<file path="config.mk">
export PLATFORM = sky130hd
export DESIGN_NAME = pcbp_front
export DESIGN_NICKNAME = d
export VERILOG_FILES = /design/src/hdl/pcbp_pkg.sv /design/src/hdl/pcbp_front.sv
export SDC_FILE = /design/constraint.sdc
export NUM_CORES = 1
export LEC_CHECK = 0
export ABC_AREA = 0
export BUFFER_PORTS_ARGS = -buffer_cell sky130_fd_sc_hd__buf_2
export CAP_MARGIN = 20
export CORE_AREA = 2 2 261 263
export DETAILED_ROUTE_END_ITERATION = 16
export DIE_AREA = 0 0 263 265
export HOLD_SLACK_MARGIN = 0.08
export PLACE_DENSITY = 0.37
export SETUP_SLACK_MARGIN = 0.1
export SLEW_MARGIN = 5
export SYNTH_ARGS = -nofsm -noshare
export SYNTH_HDL_FRONTEND = slang
export SYNTH_SLANG_ARGS = --single-unit
</file>
<file path="constraint.sdc">
create_clock -name clk -period 1.7 [get_ports clk]
set_clock_uncertainty 0.2 [all_clocks]
set_input_delay 0.51 -clock clk [delete_from_list [all_inputs] [get_ports clk]]
set_output_delay 0.51 -clock clk [all_outputs]
set_load 0.01 [all_outputs]
</file>
<file path="src/hdl/pcbp_pkg.sv">
package pcbp_pkg;

	localparam int MAXD = 6;
	localparam int CW   = 32;
	localparam int RW   = 31;

	localparam logic [1:0] KIND_CORNER = 2'd0;
	localparam logic [1:0] KIND_AFTER  = 2'd1;
	localparam logic [1:0] KIND_BEFORE = 2'd2;

	typedef logic [MAXD-1:0][CW-1:0] coords_t;

	typedef struct packed {
		coords_t       cur;
		coords_t       prev;
		logic [RW-1:0] cur_r;
		logic [RW-1:0] prev_r;
		logic          last;
		logic          first;
	} job_t;

endpackage

</file>
<file path="src/hdl/pcbp_front.sv">
module pcbp_front import pcbp_pkg::*; #(
	parameter int NUM_DIMS = 6
) (
	input  logic          clk,
	input  logic          arst_n,
	input  logic          in_valid,
	output logic          in_ready,
	input  coords_t       coord,
	input  logic [CW-1:0] corner_radius,
	input  logic          is_last_corner,
	input  logic          full,
	output logic          push,
	output job_t          job
);

	coords_t       prev_q;
	logic [RW-1:0] prev_r_q;
	logic          have_q;
	coords_t       cur;
	logic [RW-1:0] rad;

	always_comb begin
		for (int k = 0; k < MAXD; k++) begin
			cur[k] = (k < NUM_DIMS) ? coord[k] : '0;
		end
	end

	// negative radius clamps to zero
	assign rad      = corner_radius[CW-1] ? '0 : corner_radius[RW-1:0];
	assign in_ready = !full;
	assign push     = in_valid && !full;

	assign job.cur    = cur;
	assign job.prev   = prev_q;
	assign job.cur_r  = rad;
	assign job.prev_r = prev_r_q;
	assign job.last   = is_last_corner;
	assign job.first  = !have_q;

	always_ff @(posedge clk or negedge arst_n) begin
		if (!arst_n) begin
			prev_q   <= '0;
			prev_r_q <= '0;
			have_q   <= 1'b0;
		end else if (push) begin
			have_q <= !is_last_corner;
			if (!is_last_corner) begin
				prev_q   <= cur;
				prev_r_q <= rad;
			end
		end
	end

endmodule

</file>
==> metrics.txt <==
fin cells between 2000 and 2500; routability cong. about 0.76; Core Area 66800 um2; starting density of the core around 16%; Critical Path, Cell by Cell buf_2; number of I/O pins between 600 and 700; RSZ-0062 raised after global routing yes; Startpoint Class register; CP max stage cell dfrtp_1; GRT overflow 0; synthesis-to-layout area growth 82.3%; CP max FO 2; Slew Limit Fails 0; syn_area_per_cell about 15 um2; slew margin rel. between 70% and 80%; Top delay family on crit path flip-flops; critical path type reg -> out; kind of end point of the critical path output pin; max incr delay on CP around 0.41 ns; Yosys reg bits 224; Total GRT Usage under 10%; Post-Syn Area 10500 um2; CTS tree yes; Clock Path Buffers 3; post-layout min period 1.84 ns; I/O Buffers around 680; Mapped Cells slightly above 700; r2r startpoint job[244]; Vias/cell between 3 and 4; die height about 270 um; Final setup viols between 200 and 300; Crit path required time between 0.9 and 1 ns; CTS Buf Count 28; HP Class in -> reg; number of global-route vias before repair around 9000; WP depth 1; Max Cap Viol 0; distinct cell type count after synthesis 12; r2r worst-path depth 3; worst-skew pair later-pin latency 0.55 ns; Post-layout nets between 1500 and 2000; Highest Clock Rate around 540 MHz; R2R Setup Slk 0.48 ns; DR pass1 iterations 4; Final Worst Setup Slack -0.136 ns; Clock transition at path regs ~0.060 ns; warnings from Yosys 0; Power Density just under 1000 nW/um2; Root Buffer Master clkbuf_16; antenna viol nets, final 0; share of cells above drive strength 1 between 70% and 80%; top-area cell type share of the netlist area a little over half; Die W roughly 260 um; Peak VDD IR about 660 uV; Static Leak 0.00957 uW; Worst setup endpoint job[205]; end of the worst register-to-register path job[244]; vias 8529; status finished with violations; DR WL/cell approximately 15 um; die area approximately 70000 um2; final hold slack 0.158 ns; dpl cells 2123; Detailed Place HPWL between 20000 and 30000 um; Clock Sinks about 220; largest area contributor in the netlist dfrtp_1; final worst-path cycle share 108%; failing checks negative setup slack; syn nets just over 900; Hold Fails Final Rpt 0; synth top area cells dfrtp_1 (53%), mux2_4 (14%), buf_4 (14%); drt total wl between 30000 and 40000 um; Total Power 18900 uW; Worst-Margin Slew about 0.34 ns; worst path bufs/invs 1; setup TNS -19.43 ns; H-tree Lvls 1; pin count of the biggest net entering global routing between 50 and 60; Initial DRC Count 233; Rows 95; DRC Markers 0; Critical Path AT around 1.1 ns; first-pass GRT wire length between 50000 and 60000 um; crit path from job[205]; register area share after synthesis a little over half; antenna violations before repair 2; hold_sp corner_radius[11]
-- cell families after synthesis --
family | synth area share (%)
buffers and inverters | 17.3
AOI/OAI and AO/OA | 0.0713
DFF | 53.2
muxes | 27.4
and+or+nand+nor | 2.02
-- worst min-delay path by stage --
stage / depth (start not counted) / to / slack, ns
3_3_place_gp: 1 / job[82] / 0.17
5_1_grt: 3 / prev_r_q[11] / 0.16
4_1_cts: 3 / prev_r_q[11] / 0.12
6_report: 3 / prev_r_q[11] / 0.16
3_5_place_dp: 1 / job[82] / 0.17
2_1_floorplan: 0 / have_q / 0.01
-- repair_timing --
action,in CTS,in global routing
hold buffers,193,0
buffers inserted,69,41
endpoints found under the setup margin,258,372
endpoints found under the hold margin,400,0
pin swaps,0,1
gates resized for setup,205,22
gates cloned,4,4
-- registers in the layout (all words and copies together) (netlist names) --
register  cells
job         192
prev_r_q     31
have_q        1
-- cells in the mapped netlist --
| master | instances |
|---|---|
| buf_6 | 8 |
| clkbuf_1 | 3 |
| mux2_1 | 5 |
| buf_4 | 199 |
| o21bai_1 | 1 |
| nor2b_1 | 32 |
| mux2_2 | 118 |
| buf_12 | 11 |
| mux2_4 | 100 |
| inv_1 | 2 |
| nor3b_2 | 1 |
| dfrtp_1 | 224 |
-- routing by layer --
| layer | global-route usage (%) | part of all wire (%) | up-vias |
|---|---|---|---|
| met2 | 17.9 | 53 | 337 |
| met5 | 0 | 0 | - |
| met3 | 1.71 | 5.5 | 58 |
| met1 | 11.0 | 38 | 4170 |
| met4 | 4.23 | 3.5 | 0 |
| li1 | - | - | 3964 |
-- power by group --
| group | total (uW) | switching [uW] | leakage [uW] | internal [uW] |
|---|---|---|---|---|
| clock network | 6140 | 2330 | 0.000471 | 3810 |
| registers | 6940 | 610 | 0.00269 | 6330 |
| logic | 5790 | 2210 | 0.00642 | 3580 |
| total | 18900 | 5150 | 0.00957 | 13700 |
-- area by class of cell --
type | instances | area, um2
diodes | 1 | 2.50
clock buffers | 42 | 835
clock inverters | 9 | 123
fillers | 6921 | 47600
inverters | 2 | 7.51
multi-input cells | 257 | 3350
flip-flops and latches | 224 | 5610
well taps | 873 | 1090
repair buffers | 1078 | 8190
-- placed cells by master, fill, tap and decap left out --
cell type / instances
bufinv_16: 3
o21bai_1: 1
buf_6: 145
buf_16: 7
buf_4: 178
nor2b_4: 32
mux2_1: 5
mux2_4: 100
dlygate4sd3_1: 193
diode_2: 1
inv_1: 1
clkbuf_8: 6
dfrtp_1: 224
buf_8: 4
clkbuf_1: 7
buf_2: 534
mux2_2: 118
nor3b_4: 1
buf_12: 13
clkinv_2: 5
clkinvlp_4: 1
inv_2: 1
clkbuf_16: 33
-- stage by stage --
step	worst slack [ns]	area (um2)	util, %
after floorplan	-0.0638	10700	-
after global placement	-0.381	14200	21.2
after detailed placement	-0.389	14200	21.2
after CTS	-0.199	18700	27.9
after global routing	-0.184	19200	28.7
final	-0.136	19200	28.7
Note: power is estimated with default switching activity, not from simulation.
