<file path="src/hdl/pcbp_pkg.sv">
package pcbp_pkg;

	localparam int MAXD = 6;
	localparam int CW   = 32;
	localparam int RW   = 31;

	localparam logic [1:0] KIND_CORNER = 2'd0;
	localparam logic [1:0] KIND_AFTER  = 2'd1;
	localparam logic [1:0] KIND_BEFORE = 2'd2;

	typedef logic [MAXD-1:0][CW-1:0] coords_t;

	typedef struct packed {
		coords_t       cur;
		coords_t       prev;
		logic [RW-1:0] cur_r;
		logic [RW-1:0] prev_r;
		logic          last;
		logic          first;
	} job_t;

endpackage

</file>
<file path="src/hdl/pcbp_fifo.sv">
module pcbp_fifo import pcbp_pkg::*; (
	input  logic clk,
	input  logic arst_n,
	input  logic push,
	input  job_t wdata,
	input  logic pop,
	output job_t rdata,
	output logic full,
	output logic empty
);

	job_t       mem [2];
	logic       wp_q;
	logic       rp_q;
	logic [1:0] cnt_q;

	assign full  = (cnt_q == 2'd2);
	assign empty = (cnt_q == 2'd0);
	assign rdata = mem[rp_q];

	always_ff @(posedge clk) begin
		if (push) begin
			mem[wp_q] <= wdata;
		end
	end

	always_ff @(posedge clk or negedge arst_n) begin
		if (!arst_n) begin
			wp_q  <= 1'b0;
			rp_q  <= 1'b0;
			cnt_q <= 2'd0;
		end else begin
			if (push) begin
				wp_q <= !wp_q;
			end
			if (pop) begin
				rp_q <= !rp_q;
			end
			if (push && !pop) begin
				cnt_q <= cnt_q + 2'd1;
			end else if (pop && !push) begin
				cnt_q <= cnt_q - 2'd1;
			end
		end
	end

endmodule

</file>
<file path="config.mk">
export PLATFORM = sky130hd
export DESIGN_NAME = pcbp_fifo
export DESIGN_NICKNAME = d
export VERILOG_FILES = /design/src/hdl/pcbp_pkg.sv /design/src/hdl/pcbp_fifo.sv
export SDC_FILE = /design/constraint.sdc
export NUM_CORES = 1
export LEC_CHECK = 0
export ABC_AREA = 1
export BUFFER_PORTS_ARGS = -buffer_cell sky130_fd_sc_hd__buf_2
export CAP_MARGIN = 20
export CORE_AREA = 2 2 348 350
export CTS_BUF_LIST = sky130_fd_sc_hd__clkbuf_16
export DETAILED_ROUTE_END_ITERATION = 16
export DIE_AREA = 0 0 350 352
export PLACE_DENSITY = 0.53
export SLEW_MARGIN = 20
export SYNTH_ARGS = -nofsm -noshare
export SYNTH_HDL_FRONTEND = slang
export SYNTH_SLANG_ARGS = --single-unit
</file>
<file path="constraint.sdc">
create_clock -name clk -period 50 [get_ports clk]
set_input_delay 12.5 -clock clk [delete_from_list [all_inputs] [get_ports clk]]
set_output_delay 12.5 -clock clk [all_outputs]
set_load 0.03 [all_outputs]
</file>
==> impl_metrics.py, run 1 <==
metrics = {
    "status": {
        "status": "finished, final reports clean",
    },
    "setup_path": {
        "ff2ff_setup_slack_ns": 45.66,
        "crit_required_ns": 37.50,
        "crit_type": "flip-flop to primary output",
        "worst-path-max-fanout": 76,
        "start_kind": "flip-flop",
        "end_kind": "primary output",
        "cp.arrival_ns": 4.97,
    },
    "sta": {
        "fin_crit_ns": 17.47,
        "timing.final.crit_share_pct": 34.9,
        "slew_viol_final": 0,
        "hold_ws_ns": 0.506,
        "setup_violations": 0,
        "fin_setup_tns_ns": 0,
        "max_freq_mhz": 57.2,
        "hold_violations": 0,
        "skew_ns": 0.0265,
        "relSlewSlack_pct": 28.2,
        "worst_pin_slew_ns": 1.08,
        "rsz0062_at_grt": "false",
        "setup_ws_ns": 32.53,
    },
    "floorplanning": {
        "io_pins": 902,
        "core_area_um2": 119000,
        "rows": 127,
        "initial_core_util_pct": 27.4,
        "dieArea_um2": 123000,
        "die_w_um": 350,
        "fp.dieH_um": 352,
    },
    "route": {
        "vias": 17100,
        "ant_nets": 0,
        "drc": 0,
        "vias_per_cell": 4.18,
        "initialDrtViolationCount": 1016,
        "routed_wl_mm": 82.2,
        "routedWlPerCell_um": 20.1,
        "drt_first_pass_iters": 4,
    },
    "synth": {
        "ys_types": 13,
        "synth.most_common_cell": "edfxtp_1",
        "synth_cells": 1419,
        "yosysTopAreaCellShare_pct": 82.3,
        "syn_nets": 1872,
        "yosysSeqAreaShare_pct": 82.6,
        "async_flop_share_pct": 0.444,
        "synthTopCellsByCount": "896 x edfxtp_1, 448 x mux2_2, 47 x buf_6",
        "synth.largest_area_cell": "edfxtp_1",
        "avgSynthCellArea_um2": 23.0,
        "synth_edf_count": 896,
        "synth-seq-cells": 900,
        "synth-main-ff-cell": "edfxtp_1",
        "ys_top_cells_by_area": "edfxtp_1 82%, mux2_2 15%, buf_6 1.6%, dfrtp_1 0.31%, inv_1 0.080%",
        "synthesis.area_um2": 32700,
        "yosys_warnings": 0,
    },
    "cts": {
        "htree_levels": 3,
        "cts.sinks": 900,
        "tritoncts": "done",
        "clock_latency_ns": 0.68,
        "cts-resized-gates": 0,
        "cts_hold_buf": 0,
        "cts_made_buffers": 95,
        "post_cts_buffers": 0,
        "cts-root-buf": "clkbuf_16",
        "cts.clk_slew.worst_paths_ns": 0.05,
        "clockBufferDepth": 3,
    },
    "place": {
        "place_worst_setup_slack_ns": 33.14,
        "hpwlAfterDp_mm": 58.7,
        "place_congestion": 0.826,
        "port_buffers": 901,
    },
    "layout": {
        "drive_above_1_share_pct": 61.5,
        "nNetsFinal": 2839,
        "area_growth_pct": 28.8,
    },
    "pwr": {
        "power_density_nw_per_um2": 63.0,
        "p_total_uw": 2650,
        "leakage_uw": 0.0155,
        "irDropWorstVdd_uv": 37.7,
    },
    "flow_run": {
        "cap_violations": 0,
    },
    "global_routing": {
        "grt_use_met1_pct": 13.0,
        "grt_pass1_wl_mm": 117,
        "antenna_found_initial": 28,
        "grt_use_total_pct": 12.7,
        "grt_pass1_vias": 18000,
        "top_usage_layer": "met2",
        "grt_start_max_net_pins": 145,
        "grtUsageMet2_pct": 23.2,
        "grt_use_met3_pct": 4.82,
        "grt_remaining_overflow": 0,
    },
    "min_path": {
        "hp-class": "flip-flop to flip-flop",
    },
}
==> cell usage in the layout (no fill, tap or decap), drive strengths merged, types with 2 or more instances in the layout <==
cell,instances
buf,920
edfxtp,896
mux2,448
clkbuf,96
clkinv,44
inv,18
bufinv,14
diode,10
clkinvlp,8
nand2,5
dfrtp,4
nor2,3
xor2,2
==> metal layers <==
layer,up-vias,share of wire (%)
li1,7628,-
met1,8541,34
met2,712,53
met3,167,9.5
met4,30,2.9
met5,-,0.23
==> where the power goes <==
group	internal [uW]	total (uW)	switching, uW
logic	287	892	604
registers	1000	1050	43.5
clock network	424	715	292
==> logic make-up (layout without fill, tap and decap cells) <==
| logic type | after synthesis | count (layout) | share of synthesized area [%] |
|---|---|---|---|
| flip-flops | 900 | 900 | 82.6 |
| multiplexers | 448 | 448 | 15.4 |
| buffers and inverters | 57 | 1100 | 1.74 |
| AND/OR/NAND/NOR | 10 | 10 | 0.126 |
| XOR/XNOR | 3 | 3 | 0.0804 |
| adder cells (fa/ha/maj) | 1 | 1 | 0.0383 |
| other | 0 | 10 | 0 |
==> worst max-delay path: stages (launching register included) <==
cell and delay [ns]:
dfrtp_4 1.12, buf_4 0.77, buf_4 0.87, buf_4 0.77
mux2_2 0.42, buf_2 0.18
==> state kept, by name, summed over array words and instances, names as in the netlist <==
name	flops
rp_q	1
cnt_q	2
wp_q	1
mem	896
==> path summary, 6_finish.rpt <==
path,startpoint,end,cells past startpoint
min in group asynchronous,arst_n,cnt_q[0],1
hold reg to reg,cnt_q[1],cnt_q[1],2
setup / recovery,rp_q,rdata[338],5
hold / removal,cnt_q[1],cnt_q[1],2
max in group asynchronous,arst_n,rp_q,1
setup reg to reg,wp_q,mem[0][416],6
==> metrics by stage <==
stage	instance area, um^2	instances	util [%]
CTS	42100	4073	35.2
finish	42100	4084	35.3
global route	42100	4079	35.3
detailed placement	38800	3900	32.5
global placement	38800	3900	32.5
floorplan	32700	1419	-
==> layout make-up <==
| type | instances | area [um^2] |
|---|---|---|
| multi-input combinational | 462 | 5130 |
| clock inverter | 77 | 816 |
| tap | 1612 | 2020 |
| inverter | 7 | 38.8 |
| antenna | 10 | 25.0 |
| sequential | 900 | 27000 |
| timing repair buffer | 920 | 4670 |
| clock buffer | 96 | 2400 |
| fill | 11400 | 77200 |
(Power assumes the default switching activity.)
==> run 2: changes to the inputs <==
- PLACE_DENSITY: 0.53 -> 0.55
- clock period: 50 -> 15.1 ns (I/O delays scaled with it)
==> run 2 against run 1 <==
- via count down 0.88%
- sequential cell count is the same
- die area is the same
- global-route usage grew 0.39 points
- wire length up 2.4%
- first-iteration DRC count fell by 7.3%
==> impl_metrics.py, run 2 (synthesis results as in run 1) <==
metrics = {
    "setup_path": {
        "crit_start": "rp_q",
        "start_kind": "flip-flop",
        "worst-path-max-fanout": 71,
        "crit_type": "flip-flop to primary output",
        "crit_end": "rdata[310]",
        "crit_required_ns": 11.32,
        "cp.arrival_ns": 4.36,
        "worst_r2r_startpoint": "wp_q",
        "r2r_end": "mem[0][99]",
        "end_kind": "primary output",
        "reg2reg_depth": 4,
        "ff2ff_setup_slack_ns": 11.61,
    },
    "place": {
        "hpwlAfterDp_mm": 58.8,
        "port_buffers": 901,
        "dp.cells": 3898,
        "place_congestion": 0.792,
    },
    "min_path": {
        "hp-class": "flip-flop to flip-flop",
    },
    "sta": {
        "timing.final.crit_share_pct": 53.9,
        "fin_setup_tns_ns": 0,
        "hold_violations": 0,
        "worst_pin_slew_ns": 1.22,
        "relSlewSlack_pct": 18.7,
        "rsz0062_at_grt": "false",
        "skew_ns": 0.0222,
        "setup_violations": 0,
        "slew_viol_final": 0,
        "fin_crit_ns": 8.13,
        "max_freq_mhz": 123,
    },
    "route": {
        "routedWlPerCell_um": 20.6,
        "routed_wl_mm": 84.2,
        "vias": 16900,
        "ant_nets": 0,
        "initialDrtViolationCount": 942,
        "drc": 0,
        "vias_per_cell": 4.14,
        "drt_first_pass_iters": 4,
    },
    "flow_run": {
        "cap_violations": 0,
    },
    "floorplanning": {
        "io_pins": 902,
        "fp.dieH_um": 352,
        "rows": 127,
        "die_w_um": 350,
        "dieArea_um2": 123000,
        "initial_core_util_pct": 27.4,
        "core_area_um2": 119000,
    },
    "global_routing": {
        "grt_pass1_vias": 17000,
        "grt_remaining_overflow": 0,
        "grt_pass1_wl_mm": 117,
        "antenna_found_initial": 38,
        "grt_start_max_net_pins": 151,
        "grt_use_total_pct": 13.1,
    },
    "layout": {
        "largest_reg_flops": 896,
        "regMostFlops": "mem",
        "nNetsFinal": 2839,
        "post-route-util_pct": 35.2,
        "reg.largest.list": "mem (896), cnt_q (2)",
        "drive_above_1_share_pct": 61.2,
        "n_fill_cell": 11400,
        "layout.cells.non_filler": 4085,
        "area_growth_pct": 28.6,
        "mostFrequentLayoutCells": "901 x buf_2, 896 x edfxtp_1, 448 x mux2_2, 99 x clkbuf_16, 22 x inv_1",
        "layout_commonest_cell": "buf_2",
    },
    "cts": {
        "cts_hold_buf": 0,
        "cts.sinks": 900,
        "cts-root-buf": "clkbuf_16",
        "tritoncts": "done",
        "clock_latency_ns": 0.68,
        "post_cts_buffers": 0,
        "htree_levels": 3,
        "cts_made_buffers": 98,
        "cts-resized-gates": 0,
        "cts.clk_slew.worst_paths_ns": 0.06,
        "clockBufferDepth": 3,
    },
    "pwr": {
        "power_density_nw_per_um2": 208,
        "leakage_uw": 0.0155,
        "irDropWorstVdd_uv": 227,
    },
    "status": {
        "status": "finished, final reports clean",
    },
}
==> run 2: how the worst min path moves through the flow <==
stage | startpoint | to | cells after the start
after global placement | cnt_q[1] | cnt_q[1] | 2
after global routing | cnt_q[1] | cnt_q[1] | 2
after floorplan | cnt_q[1] | cnt_q[1] | 2
after detailed placement | cnt_q[1] | cnt_q[1] | 2
final | cnt_q[1] | cnt_q[1] | 2
after CTS | cnt_q[1] | cnt_q[1] | 2
==> run 2: where the power goes <==
| group | total, uW | internal, uW | leakage [uW] | switching, uW |
|---|---|---|---|---|
| clock | 2340 | 1380 | 0.00159 | 963 |
| sequential | 3430 | 3320 | 0.00846 | 113 |
| combinational | 2990 | 952 | 0.00548 | 2040 |
==> run 2: worst max-delay path: stages, from the launching register on <==
cell and delay [ns]:
dfrtp_4 0.80, buf_4 0.64, buf_4 0.66, buf_4 0.76
mux2_2 0.43, buf_2 0.18
==> run 2: cell type report <==
class | instances | area, um^2 | share of cell area [%]
Antenna cell | 14 | 35.0 | 0.0833
Clock buffer | 99 | 2480 | 5.89
Clock inverter | 74 | 667 | 1.59
Inverter | 7 | 33.8 | 0.0803
Multi-Input combinational cell | 462 | 5130 | 12.2
Sequential cell | 900 | 27000 | 64.2
Tap cell | 1612 | 2020 | 4.80
Timing Repair Buffer | 917 | 4680 | 11.1
==> run 2: per-layer routing <==
layer  global-route usage, %  wire length, um  vias to the layer above
li1                        -                -                     7643
met4                    4.26             2070                       34
met1                    14.9            32100                     8422
met2                    21.1            39900                      677
met3                    6.90             9890                      152
met5                       0              216                        -
==> run 2: stage by stage <==
stage | total power (uW) | hold slack [ns] | instance area (um^2) | setup slack, ns
floorplan | 5840 | 0.463 | 32700 | 1.83
detailed placement | 6520 | 0.499 | 38900 | 7.65
CTS | 8890 | 0.512 | 42000 | 6.90
finish | 8760 | 0.515 | 42100 | 6.97
global route | 9140 | 0.548 | 42000 | 6.69
global placement | 6510 | 0.487 | 38900 | 7.73
==> run 3: changes to the inputs <==
- PLACE_DENSITY: 0.55 -> 0.53
- clock period: 15.1 -> 7.7 ns (I/O delays scaled with it)
==> run 3 against run 2 <==
- clock skew fell by 0.0043 ns
- count of clock-buffer cells in the layout is 2 lower
- register-to-register slack lost 6.6 ns
- sequential power up 97%
- combinational power grew 96%
- total power grew 97%
- non-clock buffer count increased by 6
- cell count increased by 0.47%
- die area did not move
- global-route usage shrank 0.33 points
- largest cell class unchanged
- wire length fell by 2.2%
- critical endpoint is now rdata[257]
- critical path type unchanged
==> impl_metrics.py, run 3 (synthesis results as in run 1) <==
metrics = {
    "pwr": {
        "irDropWorstVdd_uv": 212,
        "power_density_nw_per_um2": 408,
        "p_sw_share_pct": 35.5,
        "p_int_uw": 11100,
        "power.clock.fraction_pct": 26.8,
        "leakage_uw": 0.0156,
        "p_seq_share_pct": 39.2,
        "power_frac_comb_pct": 33.9,
        "switchingPower_uw": 6120,
    },
    "setup_path": {
        "end_kind": "primary output",
        "start_kind": "flip-flop",
        "max_stage_delay_ns": 0.88,
        "worst-path-max-fanout": 149,
        "crit_required_ns": 5.78,
        "cp.arrival_ns": 3.04,
        "crit_slowest_cell": "dfrtp_4",
        "cp_top_family": "flip-flops",
        "worst-path-buf-inv": 2,
        "crit_type": "flip-flop to primary output",
        "crit_chain": "buf_12, mux2_2, buf_2",
    },
    "floorplanning": {
        "fp.dieH_um": 352,
        "dieArea_um2": 123000,
        "die_w_um": 350,
        "io_pins": 902,
        "initial_core_util_pct": 27.4,
        "core_area_um2": 119000,
        "rows": 127,
    },
    "place": {
        "place_congestion": 0.800,
        "dp.cells": 3903,
        "port_buffers": 901,
        "hpwlAfterDp_mm": 57.5,
    },
    "layout": {
        "n_fill_cell": 11300,
        "area_growth_pct": 29.2,
        "post-route-util_pct": 35.4,
        "reg.largest.list": "mem (896), cnt_q (2)",
        "mostFrequentLayoutCells": "901 x buf_2, 896 x edfxtp_1, 448 x mux2_2, 97 x clkbuf_16, 24 x clkinv_1",
        "regMostFlops": "mem",
        "nNetsFinal": 2844,
        "drive_above_1_share_pct": 61.3,
        "layout.cells.non_filler": 4104,
        "largest_reg_flops": 896,
        "layout_commonest_cell": "buf_2",
    },
    "status": {
        "status": "finished, final reports clean",
    },
    "sta": {
        "worst_pin_slew_ns": 1.06,
        "max_freq_mhz": 201,
        "timing.final.crit_share_pct": 64.5,
        "rsz0062_at_grt": "false",
        "fin_crit_ns": 4.97,
        "skew_ns": 0.0179,
        "fin_setup_tns_ns": 0,
        "slew_viol_final": 0,
        "hold_violations": 0,
        "setup_violations": 0,
        "relSlewSlack_pct": 29.3,
    },
    "global_routing": {
        "grt_start_max_net_pins": 159,
        "grt_use_total_pct": 12.8,
        "grt_pass1_vias": 18200,
        "grt_remaining_overflow": 0,
        "grt_pass1_wl_mm": 117,
        "antenna_found_initial": 36,
    },
    "route": {
        "routed_wl_mm": 82.3,
        "drt_first_pass_iters": 5,
        "vias": 16900,
        "vias_per_cell": 4.12,
        "ant_nets": 0,
        "drc": 0,
        "initialDrtViolationCount": 911,
        "routedWlPerCell_um": 20.1,
    },
    "cts": {
        "clock_latency_ns": 0.64,
        "tritoncts": "done",
        "htree_levels": 3,
        "cts.clk_slew.worst_paths_ns": 0.06,
        "cts_made_buffers": 97,
        "post_cts_buffers": 0,
        "cts-resized-gates": 0,
        "cts_hold_buf": 0,
        "cts-root-buf": "clkbuf_16",
        "cts.sinks": 900,
        "clockBufferDepth": 3,
    },
    "flow_run": {
        "cap_violations": 0,
    },
    "min_path": {
        "hp-class": "flip-flop to flip-flop",
    },
}
-- run 3: changes by cell type in the layout (fill, tap and decap cells not counted), sizes merged --
cell	before	now
buf	917	923
inv	29	30
diode	14	21
clkinv	36	40
clkbuf	99	97
bufinv	11	12
clkinvlp	5	7
-- run 3: final timing paths --
path	slack [ns]	depth (start not counted)	endpoint	from
setup reg to reg	5.04	4	mem[1][245]	wp_q
min in group asynchronous	1.08	1	rp_q	arst_n
hold reg to reg	0.51	2	cnt_q[1]	cnt_q[1]
max in group asynchronous	6.49	1	rp_q	arst_n
setup / recovery	2.73	3	rdata[257]	rp_q
hold / removal	0.51	2	cnt_q[1]	cnt_q[1]
-- run 3: final cells by class --
class                      count  area (um^2)  area share (%)
clock inverter                82          757            1.79
multi-input combinational    462         5150            12.2
timing repair buffer         923         4780            11.3
antenna                       21         52.6           0.124
clock buffer                  97         2430            5.75
inverter                       7         42.5           0.101
sequential                   900        27000            63.9
tap                         1612         2020            4.78
-- run 3: stage by stage --
step	power, uW	setup slack [ns]	cell area (um^2)	hold slack (ns)
6_report	17200	2.73	42200	0.509
5_1_grt	18000	2.57	42200	0.535
4_1_cts	17500	2.68	42200	0.515
3_5_place_dp	12800	3.42	39000	0.502
3_3_place_gp	12700	3.46	39000	0.487
2_1_floorplan	11400	-1.40	32700	0.463
-- run 3: power by group through the flow --
stage               clock network [uW]  logic, uW  registers, uW
global route                      4960       6160           6850
CTS                               4770       5940           6780
finish                            4630       5850           6760
detailed placement                   0       5920           6860
floorplan                            0       4390           6990
global placement                     0       5860           6850
-- run 3: layer usage --
metal  GRT usage (%)  wire (um)  vias to the layer above  part of all wire [%]
met4            4.29       2130                       26                   2.6
met2            23.0      42700                      720                    52
met3            4.76       7770                      156                   9.4
li1                -          -                     7657                     -
met5               0        156                        -                  0.19
met1            13.6      29500                     8369                    36
-- run 3: worst min-delay path, cell delays in order, from the launching register on --
cell,delay [ns]
dfrtp_1,0.37
nand2_1,0.06
nand2_1,0.05
